**config.mk**
```make
export PLATFORM = sky130hd
export DESIGN_NAME = ipv4_tcp_header_parser
export DESIGN_NICKNAME = d
export VERILOG_FILES = /design/src/rtl/core/ithp_pkg.sv /design/src/rtl/core/ipv4_tcp_header_parser.sv /design/src/rtl/core/ithp_extract.sv
export SDC_FILE = /design/constraint.sdc
export NUM_CORES = 1
export LEC_CHECK = 0
export ABC_AREA = 1
export BUFFER_PORTS_ARGS = -buffer_cell sky130_fd_sc_hd__buf_2
export CAP_MARGIN = 20
export CORE_MARGIN = 4
export CORE_UTILIZATION = 50
export DETAILED_ROUTE_END_ITERATION = 8
export PLACE_DENSITY = 0.69
export SLEW_MARGIN = 30
export SYNTH_ARGS = -nofsm -noshare
export SYNTH_HDL_FRONTEND = slang
export SYNTH_HIERARCHICAL = 1
export SYNTH_SLANG_ARGS = --single-unit
```
**constraint.sdc**
```tcl
create_clock -name clk -period 7.05 [get_ports clk]
set_input_delay 0.705 -clock clk [delete_from_list [all_inputs] [get_ports clk]]
set_output_delay 0.705 -clock clk [all_outputs]
set_load 0.02 [all_outputs]
```
**src/rtl/core/ithp_pkg.sv**
```systemverilog
// Shared types and constants of the IPv4/TCP header parser.
package ithp_pkg;

    localparam logic [15:0] MAX_PACKET_BYTES   = 16'd65535;
    localparam logic [15:0] TCP_BASE_HDR_BYTES = 16'd20;

    localparam logic [7:0] PROTO_ICMP          = 8'd1;
    localparam logic [7:0] PROTO_TCP           = 8'd6;
    localparam logic [7:0] ICMP_TIME_EXCEEDED  = 8'd11;

    localparam logic [7:0] OPT_NOP             = 8'd1;
    localparam logic [7:0] OPT_MSS             = 8'd2;
    localparam logic [7:0] OPT_TIMESTAMP       = 8'd8;
    localparam logic [7:0] OPT_MIN_LENGTH      = 8'd2;

    localparam logic [1:0] KIND_OTHER          = 2'd0;
    localparam logic [1:0] KIND_TCP            = 2'd1;
    localparam logic [1:0] KIND_ICMP           = 2'd2;
    localparam logic [1:0] KIND_ICMP_TIME_EXC  = 2'd3;

    localparam int OUT_TDATA_W = 264;

    typedef struct packed {
        logic [1:0]  packet_kind;
        logic [31:0] source_address;
        logic [31:0] dest_address;
        logic [15:0] source_port;
        logic [15:0] dest_port;
        logic [31:0] sequence_number;
        logic [31:0] ack_number;
        logic [5:0]  tcp_flag_bits;
        logic [15:0] payload_length;
        logic [15:0] mss_value;
        logic [31:0] ts_value;
        logic [31:0] ts_echo;
    } ithp_result_t;

endpackage

```
**src/rtl/core/ipv4_tcp_header_parser.sv**
```systemverilog
// Top level of the IPv4/TCP header parser: stream ports and result register.
// Throughput: one packet byte per cycle, except that a last byte waits while a summary is pending.
// The summary request shows on the master side in the cycle after the last byte is accepted.
// A waiting summary stalls only a further last byte; other bytes keep flowing.
// Reset (rst_n low, asynchronous): clear all tracking state and drop any pending summary.
module ipv4_tcp_header_parser
    import ithp_pkg::*;
(
    input  logic                   clk,
    input  logic                   rst_n,
    // Slave side: one packet byte per request
    input  logic                   s_tvalid,
    output logic                   s_tready,
    input  logic [7:0]             s_tdata,  // [7:0] data_byte
    input  logic                   s_tlast,  // last_byte
    // Master side: one summary request per packet
    output logic                   m_tvalid,
    input  logic                   m_tready,
    // [31:0] source_address, [63:32] dest_address, [79:64] source_port,
    // [95:80] dest_port, [127:96] sequence_number, [159:128] ack_number,
    // [165:160] tcp_flag_bits, [181:166] payload_length, [197:182] mss_value,
    // [229:198] ts_value, [261:230] ts_echo, [263:262] zero
    output logic [OUT_TDATA_W-1:0] m_tdata,
    output logic [1:0]             m_tuser   // [1:0] packet_kind
);

    logic         accept;
    logic         load;
    ithp_result_t summary;
    logic         out_valid_reg;
    ithp_result_t out_data_reg;

    // Bytes other than the last never produce a request, so only the
    // last byte has to wait for the result register to drain.
    assign s_tready = !out_valid_reg || m_tready || !s_tlast;
    assign accept   = s_tvalid && s_tready;
    assign load     = accept && s_tlast;

    ithp_extract u_extract
    (
        .clk       (clk),
        .rst_n     (rst_n),
        .take      (accept),
        .data_byte (s_tdata),
        .last_byte (s_tlast),
        .result    (summary)
    );

    // Hold the summary until the master side takes it
    always_ff @(posedge clk or negedge rst_n)
    begin
        if (!rst_n)
            out_valid_reg <= 1'b0;
        else if (load)
            out_valid_reg <= 1'b1;
        else if (m_tready)
            out_valid_reg <= 1'b0;
    end

    always_ff @(posedge clk)
    begin
        if (load)
            out_data_reg <= summary;
    end

    assign m_tvalid = out_valid_reg;
    assign m_tuser  = out_data_reg.packet_kind;
    assign m_tdata  = {2'b00,
                       out_data_reg.ts_echo,
                       out_data_reg.ts_value,
                       out_data_reg.mss_value,
                       out_data_reg.payload_length,
                       out_data_reg.tcp_flag_bits,
                       out_data_reg.ack_number,
                       out_data_reg.sequence_number,
                       out_data_reg.dest_port,
                       out_data_reg.source_port,
                       out_data_reg.dest_address,
                       out_data_reg.source_address};

endmodule

```
**src/rtl/core/ithp_extract.sv**
```systemverilog
// Per-byte header tracking, field capture and TCP option walk.
module ithp_extract
    import ithp_pkg::*;
(
    input  logic         clk,
    input  logic         rst_n,
    input  logic         take,
    input  logic [7:0]   data_byte,
    input  logic         last_byte,
    output ithp_result_t result
);

    typedef enum logic [3:0] {
        PH_IDLE = 4'b0001,
        PH_KIND = 4'b0010,
        PH_LEN  = 4'b0100,
        PH_STOP = 4'b1000
    } ithp_phase_t;

    logic [15:0] pos_reg,       pos_next;
    logic [5:0]  ihb_reg,       ihb_next;
    logic [15:0] total_reg,     total_next;
    logic [7:0]  proto_reg,     proto_next;
    logic [5:0]  thb_reg,       thb_next;
    logic [15:0] nop_reg,       nop_next;
    ithp_phase_t phase_reg,     phase_next;
    logic [63:0] addr_reg,      addr_next;
    logic [63:0] seqack_reg,    seqack_next;
    logic [31:0] ports_reg,     ports_next;
    logic [5:0]  flags_reg,     flags_next;
    logic [7:0]  icmp_reg,      icmp_next;
    logic [15:0] mss_val_reg,   mss_val_next;
    logic [15:0] mss_pos_reg,   mss_pos_next;
    logic        mss_found_reg, mss_found_next;
    logic [15:0] ts_pos_reg,    ts_pos_next;
    logic        ts_found_reg,  ts_found_next;
    logic [63:0] ts_reg,        ts_next;

    always_comb
    begin
        logic        active;
        logic        at_tcp;
        logic [15:0] off;
        logic [16:0] pos_w;
        logic [16:0] nxt;
        logic [16:0] ts_dist;
        logic [2:0]  a_idx;
        logic [2:0]  s_idx;

        pos_next       = pos_reg;
        ihb_next       = ihb_reg;
        total_next     = total_reg;
        proto_next     = proto_reg;
        thb_next       = thb_reg;
        nop_next       = nop_reg;
        phase_next     = phase_reg;
        addr_next      = addr_reg;
        seqack_next    = seqack_reg;
        ports_next     = ports_reg;
        flags_next     = flags_reg;
        icmp_next      = icmp_reg;
        mss_val_next   = mss_val_reg;
        mss_pos_next   = mss_pos_reg;
        mss_found_next = mss_found_reg;
        ts_pos_next    = ts_pos_reg;
        ts_found_next  = ts_found_reg;
        ts_next        = ts_reg;

        active  = (pos_reg != MAX_PACKET_BYTES);
        pos_w   = {1'b0, pos_reg};
        a_idx   = 3'(5'd19 - pos_reg[4:0]);
        ts_dist = pos_w - {1'b0, ts_pos_reg} - 17'd2;
        nxt     = {1'b0, nop_reg} + {9'b0, data_byte};

        if (active)
        begin
            pos_next = pos_reg + 16'd1;

            if (pos_reg == 16'd0)
                ihb_next = {data_byte[3:0], 2'b00};
            if (pos_reg == 16'd2)
                total_next[15:8] = data_byte;
            if (pos_reg == 16'd3)
                total_next[7:0] = data_byte;
            if (pos_reg == 16'd9)
                proto_next = data_byte;
            if (pos_reg >= 16'd12 && pos_reg <= 16'd19)
                addr_next[{a_idx, 3'b000} +: 8] = data_byte;

            // Option value bytes follow the kind and length bytes
            if (mss_found_reg)
            begin
                if (pos_w == {1'b0, mss_pos_reg} + 17'd2)
                    mss_val_next[15:8] = data_byte;
                if (pos_w == {1'b0, mss_pos_reg} + 17'd3)
                    mss_val_next[7:0] = data_byte;
            end
            if (ts_found_reg && pos_w >= {1'b0, ts_pos_reg} + 17'd2 &&
                pos_w <= {1'b0, ts_pos_reg} + 17'd9)
                ts_next[{~ts_dist[2:0], 3'b000} +: 8] = data_byte;

            // Option walk: one kind byte, then a length byte unless EOL or NOP
            case (phase_reg)
                PH_KIND:
                begin
                    if (pos_reg == nop_reg)
                    begin
                        if (pos_w >= 17'({ihb_reg} + {thb_reg}))
                            phase_next = PH_STOP;
                        else
                        begin
                            if (data_byte == OPT_MSS && !mss_found_reg)
                            begin
                                mss_found_next = 1'b1;
                                mss_pos_next   = pos_reg;
                            end
                            if (data_byte == OPT_TIMESTAMP && !ts_found_reg)
                            begin
                                ts_found_next = 1'b1;
                                ts_pos_next   = pos_reg;
                            end
                            if (data_byte <= OPT_NOP)
                                nop_next = pos_reg + 16'd1;
                            else
                                phase_next = PH_LEN;
                        end
                    end
                end
                PH_LEN:
                begin
                    if (pos_w == {1'b0, nop_reg} + 17'd1)
                    begin
                        if (data_byte < OPT_MIN_LENGTH || nxt[16])
                            phase_next = PH_STOP;
                        else
                        begin
                            nop_next   = nxt[15:0];
                            phase_next = PH_KIND;
                        end
                    end
                end
                default:
                begin
                end
            endcase

            // Transport fields sit behind the IP header as its length says
            at_tcp = (pos_reg >= {10'b0, ihb_next});
            off    = pos_reg - {10'b0, ihb_next};
            s_idx  = 3'(4'd11 - off[3:0]);
            if (at_tcp)
            begin
                if (off == 16'd0)
                    icmp_next = data_byte;
                if (off < 16'd4)
                    ports_next[{~off[1:0], 3'b000} +: 8] = data_byte;
                if (off >= 16'd4 && off < 16'd12)
                    seqack_next[{s_idx, 3'b000} +: 8] = data_byte;
                if (off == 16'd12)
                begin
                    thb_next = {data_byte[7:4], 2'b00};
                    if (thb_next > TCP_BASE_HDR_BYTES[5:0] && phase_reg == PH_IDLE)
                    begin
                        nop_next   = {10'b0, ihb_next} + TCP_BASE_HDR_BYTES;
                        phase_next = PH_KIND;
                    end
                    else
                        phase_next = PH_STOP;
                end
                if (off == 16'd13)
                    flags_next = data_byte[5:0];
            end
        end
    end

    // Summary from the state as it stands after this byte
    always_comb
    begin
        logic        tcp;
        logic [16:0] pay_diff;

        tcp      = (proto_next == PROTO_TCP);
        pay_diff = {1'b0, total_next} - 17'({ihb_next} + {thb_next});

        if (tcp)
            result.packet_kind = KIND_TCP;
        else if (proto_next == PROTO_ICMP)
            result.packet_kind = (icmp_next == ICMP_TIME_EXCEEDED) ? KIND_ICMP_TIME_EXC
                                                                   : KIND_ICMP;
        else
            result.packet_kind = KIND_OTHER;

        result.source_address  = addr_next[63:32];
        result.dest_address    = addr_next[31:0];
        result.source_port     = tcp ? ports_next[31:16] : 16'd0;
        result.dest_port       = tcp ? ports_next[15:0] : 16'd0;
        result.sequence_number = tcp ? seqack_next[63:32] : 32'd0;
        result.ack_number      = tcp ? seqack_next[31:0] : 32'd0;
        result.tcp_flag_bits   = tcp ? flags_next : 6'd0;
        result.payload_length  = (tcp && !pay_diff[16]) ? pay_diff[15:0] : 16'd0;
        result.mss_value       = (tcp && mss_found_next) ? mss_val_next : 16'd0;
        result.ts_value        = (tcp && ts_found_next) ? ts_next[63:32] : 32'd0;
        result.ts_echo         = (tcp && ts_found_next) ? ts_next[31:0] : 32'd0;
    end

    always_ff @(posedge clk or negedge rst_n)
    begin
        if (!rst_n)
        begin
            pos_reg       <= '0;
            ihb_reg       <= '0;
            total_reg     <= '0;
            proto_reg     <= '0;
            thb_reg       <= '0;
            nop_reg       <= '0;
            phase_reg     <= PH_IDLE;
            addr_reg      <= '0;
            seqack_reg    <= '0;
            ports_reg     <= '0;
            flags_reg     <= '0;
            icmp_reg      <= '0;
            mss_val_reg   <= '0;
            mss_pos_reg   <= '0;
            mss_found_reg <= 1'b0;
            ts_pos_reg    <= '0;
            ts_found_reg  <= 1'b0;
            ts_reg        <= '0;
        end
        else if (take)
        begin
            if (last_byte)
            begin
                pos_reg       <= '0;
                ihb_reg       <= '0;
                total_reg     <= '0;
                proto_reg     <= '0;
                thb_reg       <= '0;
                nop_reg       <= '0;
                phase_reg     <= PH_IDLE;
                addr_reg      <= '0;
                seqack_reg    <= '0;
                ports_reg     <= '0;
                flags_reg     <= '0;
                icmp_reg      <= '0;
                mss_val_reg   <= '0;
                mss_pos_reg   <= '0;
                mss_found_reg <= 1'b0;
                ts_pos_reg    <= '0;
                ts_found_reg  <= 1'b0;
                ts_reg        <= '0;
            end
            else
            begin
                pos_reg       <= pos_next;
                ihb_reg       <= ihb_next;
                total_reg     <= total_next;
                proto_reg     <= proto_next;
                thb_reg       <= thb_next;
                nop_reg       <= nop_next;
                phase_reg     <= phase_next;
                addr_reg      <= addr_next;
                seqack_reg    <= seqack_next;
                ports_reg     <= ports_next;
                flags_reg     <= flags_next;
                icmp_reg      <= icmp_next;
                mss_val_reg   <= mss_val_next;
                mss_pos_reg   <= mss_pos_next;
                mss_found_reg <= mss_found_next;
                ts_pos_reg    <= ts_pos_next;
                ts_found_reg  <= ts_found_next;
                ts_reg        <= ts_next;
            end
        end
    end

endmodule

```
==> flow_summary.yaml, run 1 <==
critical_path:
  cp_num_cells: 47
  max_stage_delay_ns: 0.44
  rr_startpoint: "u_extract/pos_reg[0]"
  critPathTopFamily: "simple AND/OR/NAND/NOR gates"
  r2r-end: "m_tdata[171]"
  crit_type: "flip-flop to flip-flop"
  worstPathBufferInverterCount: 11
  arrival_ns: 7.00
  cp-start-kind: "flip-flop"
  crit_required_ns: 7.42
  r2r_cells: 47
  slowest_stage: "dfrtp_2"
  cp_max_fo: 12
  reg2reg_slack_ns: 0.42
  critPathCaptureType: "flip-flop"
timing:
  finClkSkew_ns: 0.0378
  worst_pin_slew_ns: 1.17
  setup_viol: 0
  hold_violations: 0
  setup_ws_ns: 0.423
  clock.fmax_mhz: 151
  post-route-period-util: 0.940
  drv_slew: 0
  slew_headroom: 0.220
  period_needed_ns: 6.63
layout:
  area_delta_synth_final_pct: 13.9
  largest_reg_flops: 262
  drive_above_1_share: 0.127
  fin_nets: 4236
  diodes: 0
  final_util: 0.579
  nFillCells: 5863
min_path:
  hp-class: "input pin to asynchronous set/reset pin"
global_routing:
  gr-total-overflow: 0
  antenna_found_initial: 1
  grt_pass1_vias: 26409
  grtUsageTotal: 0.274
  grt_max_degree: 168
  grt_pass1_wl_um: 153000
yosys:
  ys_top_cells_by_count: "nand2_1 (824), inv_1 (473), nor2_1 (442)"
  yosysSeqAreaShare: 0.514
  synth_largest_area_cell: "dfrtp_1"
  ys_types: 54
  yosysTopAreaCellShare: 0.273
  avgSynthCellArea_um2: 8.47
  synth.cell_area_um2: 33000
  ys.flop_type: "dfrtp_1"
  yosysMostFrequentCell: "nand2_1"
  synth_warnings: 6
  syn_inst: 3897
  synth_edf_count: 264
  synthTopCellsByArea: "dfrtp_1 (27%), edfxtp_1 (24%), nand2_1 (9.4%)"
  synth-seq-cells: 625
  async_reset_ff_frac: 0.578
clock_network:
  ctsHoldBuffers: 0
  h-tree-depth: 3
  cts.sinks: 625
  insertion_delay_ns: 0.63
  cts_buffers: 68
  clockRootBuffer: "clkbuf_16"
  tritoncts: "built"
  clockBufferDepth: 3
  path_clk_slew_ns: 0.06
placed_design:
  portBuffers: 278
  routabilityCongestion: 0.946
  place_ws_ns: -0.105
  dp_hpwl_um: 65600
detailed_routing:
  initialDrtViolationCount: 2877
  drc: 0
  routed_via_density: 5.58
  first_pass_iters: 7
  wl_um: 98700
  antenna_left: 0
  routed-via-count: 28083
  wire_per_inst_um: 19.6
floorplan:
  row_count: 93
  coreArea_um2: 64900
  dieWidth_um: 265
  num_io_pins: 281
  dieHeight_um: 265
  die_area_um2: 70200
  initial_core_util: 0.508
job:
  drv_cap: 0
power_and_ir_drop:
  powerDensity_nw_per_um2: 242
  peakVddDrop_uv: 162
  leakage_uw: 0.0169
run_status:
  status: "completed"
-- kinds of logic (layout without fill, tap and decap cells) --
kind of cell / after synthesis / in the layout / synth area share
simple gates: 1651 / 1651 / 0.213
compound gates: 728 / 728 / 0.122
buf+inv: 674 / 958 / 0.0800
flops: 625 / 625 / 0.514
xor+xnor: 122 / 122 / 0.0324
fa+ha+maj: 96 / 96 / 0.0385
other cells: 1 / 2 / 0.000114
-- placed cells by master (no fill, tap or decap), drive strengths merged, types with 2 or more instances in the layout --
| cell type | netlist | final |
|---|---|---|
| ha | 87 | 87 |
| nand3 | 175 | 175 |
| a21o | 3 | 3 |
| o31ai | 4 | 4 |
| o21a | 8 | 8 |
| a22o | 16 | 16 |
| a31oi | 4 | 4 |
| xor2 | 82 | 82 |
| a21oi | 82 | 82 |
| and2 | 11 | 11 |
| xnor2 | 40 | 40 |
| o22ai | 100 | 100 |
| o41ai | 2 | 2 |
| or2 | 6 | 6 |
| o221ai | 2 | 2 |
| inv | 484 | 488 |
| nor3 | 81 | 81 |
| buf | 37 | 341 |
| o21bai | 21 | 21 |
| edfxtp | 264 | 264 |
| conb | 1 | 2 |
| a211oi | 5 | 5 |
| o211ai | 21 | 21 |
| nand4 | 54 | 54 |
| nand3b | 4 | 4 |
| o21ai | 457 | 457 |
| nor4 | 13 | 13 |
| clkinvlp | 0 | 4 |
| fa | 9 | 9 |
| bufinv | 0 | 5 |
| nor2 | 465 | 465 |
| clkbuf | 145 | 87 |
| nand2 | 839 | 839 |
| dfrtp | 360 | 360 |
| clkinv | 8 | 33 |
-- routing by layer --
metal | wire [um] | part of all wire | global-route usage
met5 | 0 | 0 | 0
met4 | 4090 | 0.041 | 0.108
met3 | 7430 | 0.075 | 0.0446
met2 | 46000 | 0.47 | 0.442
met1 | 41100 | 0.42 | 0.375
-- final cells by class --
cell class                      instances  area (um2)  area share
Clock buffer                           87        1820      0.0486
Clock inverter                         38         413      0.0110
Inverter                              492        1870      0.0498
Multi-Input combinational cell       2599       13500       0.359
Sequential cell                       625       17000       0.452
Tap cell                              855        1070      0.0285
Timing Repair Buffer                  341        1950      0.0520
-- worst max-delay path by stage --
stage                                    start      endpoint  slack (ns)
after floorplan                       m_tready    m_tdata[0]        0.46
after global placement    u_extract/pos_reg[0]  m_tdata[173]        0.07
after CTS                 u_extract/pos_reg[0]  m_tdata[173]        0.05
after detailed placement  u_extract/pos_reg[0]  m_tdata[173]       -0.10
after global routing      u_extract/pos_reg[0]  m_tdata[173]       -0.04
final                     u_extract/pos_reg[0]  m_tdata[171]        0.42
-- what timing repair did --
item | CTS | global route
pin swaps | 0 | 2
gates cloned | 0 | 0
resized for setup | 3 | 13
buffers inserted | 0 | 6
setup endpoints to repair | 12 | 16
-- power by group --
group,internal (uW),switching [uW],total [uW]
sequential,3870,35.0,3900
combinational,429,1180,1610
clock,2050,1530,3580
total,6350,2750,9100
-- through the flow --
| step | power [uW] | std cells | hold slack (ns) | cell area, um2 | setup TNS [ns] |
|---|---|---|---|---|---|
| after CTS | 9100 | 5030 | 0.177 | 37400 | 0 |
| after global routing | 9490 | 5037 | 0.215 | 37600 | -0.0917 |
| after global placement | 5500 | 4905 | 0.461 | 35200 | 0 |
| after floorplan | 5040 | 3898 | 0.409 | 33000 | 0 |
| after detailed placement | 5520 | 4905 | 0.466 | 35200 | -0.826 |
| final | 9100 | 5037 | 0.126 | 37600 | 0 |
Power figures use the tool's default switching activity.
==> run 2, diff against run 1 <==
--- a/config.mk
+++ b/config.mk
@@ -5,7 +5,6 @@
 export SDC_FILE = /design/constraint.sdc
 export NUM_CORES = 1
 export LEC_CHECK = 0
-export ABC_AREA = 1
 export BUFFER_PORTS_ARGS = -buffer_cell sky130_fd_sc_hd__buf_2
 export CAP_MARGIN = 20
 export CORE_MARGIN = 4
==> flow_summary.yaml, run 2 <==
run_status:
  status: "completed"
critical_path:
  crit_type: "flip-flop to flip-flop"
  critPathCaptureType: "flip-flop"
  cp_max_fo: 20
  path_common_cell: "ha_1"
  worstPathBufferInverterCount: 3
  arrival_ns: 7.09
  slowest_stage: "fa_1"
  cp-start-kind: "flip-flop"
  max_stage_delay_ns: 0.45
  crit_required_ns: 7.40
  critPathTopFamily: "compound AO/OA/AOI/OAI gates"
yosys:
  synth-seq-cells: 625
  synth.cell_area_um2: 33900
  ys_types: 90
  ys_top_cells_by_count: "dfrtp_1 (360), nor2_1 (284), edfxtp_1 (264)"
  ys.flop_type: "dfrtp_1"
  synth_largest_area_cell: "dfrtp_1"
  synth_warnings: 6
  syn_inst: 3158
  yosysTopAreaCellShare: 0.266
  yosysSeqAreaShare: 0.501
  synth_edf_count: 264
  async_reset_ff_frac: 0.578
  synthTopCellsByArea: "dfrtp_1 (27%), edfxtp_1 (23%), mux2i_1 (7.0%)"
  yosysMostFrequentCell: "dfrtp_1"
  avgSynthCellArea_um2: 10.7
timing:
  finClkSkew_ns: 0.0208
  setup_ws_ns: 0.303
  hold_violations: 0
  post-route-period-util: 0.957
  drv_slew: 0
  slew_headroom: 0.344
  worst_pin_slew_ns: 0.984
  setup_tns_ns: 0
  setup_viol: 0
  period_needed_ns: 6.75
  clock.fmax_mhz: 148
global_routing:
  use_met3: 0.0433
  gr-total-overflow: 0
  top_usage_layer: "met2"
  grt_pass1_wl_um: 148000
  grt_use_met1: 0.367
  antenna_found_initial: 2
  grt_pass1_vias: 25756
  grt_max_degree: 165
  grt_use_met2: 0.412
  grtUsageTotal: 0.259
floorplan:
  coreArea_um2: 67200
  initial_core_util: 0.504
  dieWidth_um: 268
  row_count: 95
  dieHeight_um: 268
  die_area_um2: 72000
  num_io_pins: 281
power_and_ir_drop:
  leakage_uw: 0.0161
  switching_share: 0.293
  powerDensity_nw_per_um2: 250
  peakVddDrop_uv: 177
  pwr-share-clk: 0.371
  p_sw_uw: 2810
  power_frac_seq: 0.443
  power_frac_comb: 0.186
  intPower_uw: 6790
layout:
  final_cell_mix: "dfrtp_1 (360), nor2_1 (281), buf_2 (276)"
  fin_nets: 3434
  fin_cells: 4255
  nFillCells: 5544
  largest_reg_flops: 262
  drive_above_1_share: 0.174
  final_common_cell: "dfrtp_1"
  area_delta_synth_final_pct: 13.5
detailed_routing:
  wl_um: 96800
  first_pass_iters: 8
  drc: 0
  initialDrtViolationCount: 2714
  routed_via_density: 6.19
  wire_per_inst_um: 22.7
  routed-via-count: 26357
  antenna_left: 0
clock_network:
  path_clk_slew_ns: 0.06
  cts.sinks: 625
  insertion_delay_ns: 0.61
  ctsHoldBuffers: 0
  clockRootBuffer: "clkbuf_16"
  clockBufferDepth: 3
  h-tree-depth: 3
  cts_setup_buffers: 0
  tritoncts: "built"
  cts_buffers: 69
  post_cts_resized: 1
placed_design:
  routabilityCongestion: 0.914
  place_ws_ns: 0.0242
  portBuffers: 278
  dp_hpwl_um: 63900
  placed_cells: 4125
job:
  drv_cap: 0
min_path:
  hp-class: "input pin to asynchronous set/reset pin"
-- run 2: per-stage QoR --
stage	utilization	hold slack, ns	total power, uW	cell area (um2)
2_1_floorplan	-	0.409	5530	33900
3_3_place_gp	0.537	0.466	5980	36100
3_5_place_dp	0.537	0.476	6060	36100
4_1_cts	0.571	0.0918	9640	38300
5_1_grt	0.572	0.119	10000	38400
6_report	0.573	0.0800	9610	38400
-- run 2: cell type report --
class | count | area, um2 | area share
clock inverter | 31 | 289 | 0.00752
inverter | 93 | 354 | 0.00921
tap | 873 | 1090 | 0.0284
antenna | 1 | 2.50 | 0.0000651
timing repair buffer | 351 | 2030 | 0.0529
clock buffer | 96 | 1940 | 0.0505
multi-input combinational | 2185 | 15800 | 0.410
sequential | 625 | 17000 | 0.441
-- run 2: path summary, 6_finish.rpt --
check                                         from                 endpoint  slack, ns  cells after the start
min in group clk                          m_tready                 m_tvalid       0.48                      3
setup / recovery              u_extract/pos_reg[0]             m_tdata[180]       0.30                     27
hold / removal                               rst_n   u_extract/addr_reg[21]       0.08                      1
setup reg to reg              u_extract/pos_reg[0]             m_tdata[180]       0.30                     27
max in group asynchronous                    rst_n     u_extract/ts_reg[43]       5.51                      3
hold reg to reg            u_extract/total_reg[12]  u_extract/total_reg[12]       0.49                      1
-- run 2: power by group through the flow --
stage	Clock, uW	Sequential (uW)	Combinational (uW)
6_report	3570	4260	1780
4_1_cts	3640	4250	1750
3_5_place_dp	0	4320	1740
3_3_place_gp	0	4300	1680
2_1_floorplan	0	4340	1190
5_1_grt	3790	4280	1950
-- run 2: cells by family (layout without fill, tap and decap cells) --
group                    Yosys count  in the layout  synth area share
other                              1              3          0.000111
adder cells (fa/ha/maj)           98             98            0.0380
XOR/XNOR                         114            114            0.0295
AO/OA/AOI/OAI                    695            695             0.151
flip-flops                       625            625             0.501
AND/OR/NAND/NOR                  973            973             0.148
multiplexers                     303            303            0.0924
buffers and inverters            349            571            0.0406
-- run 2: metal layers --
| metal | vias to the layer above | wire (um) |
|---|---|---|
| li1 | 12003 | - |
| met3 | 198 | 6650 |
| met4 | 0 | 2800 |
| met2 | 1010 | 44900 |
| met1 | 13146 | 42400 |
| met5 | - | 0 |
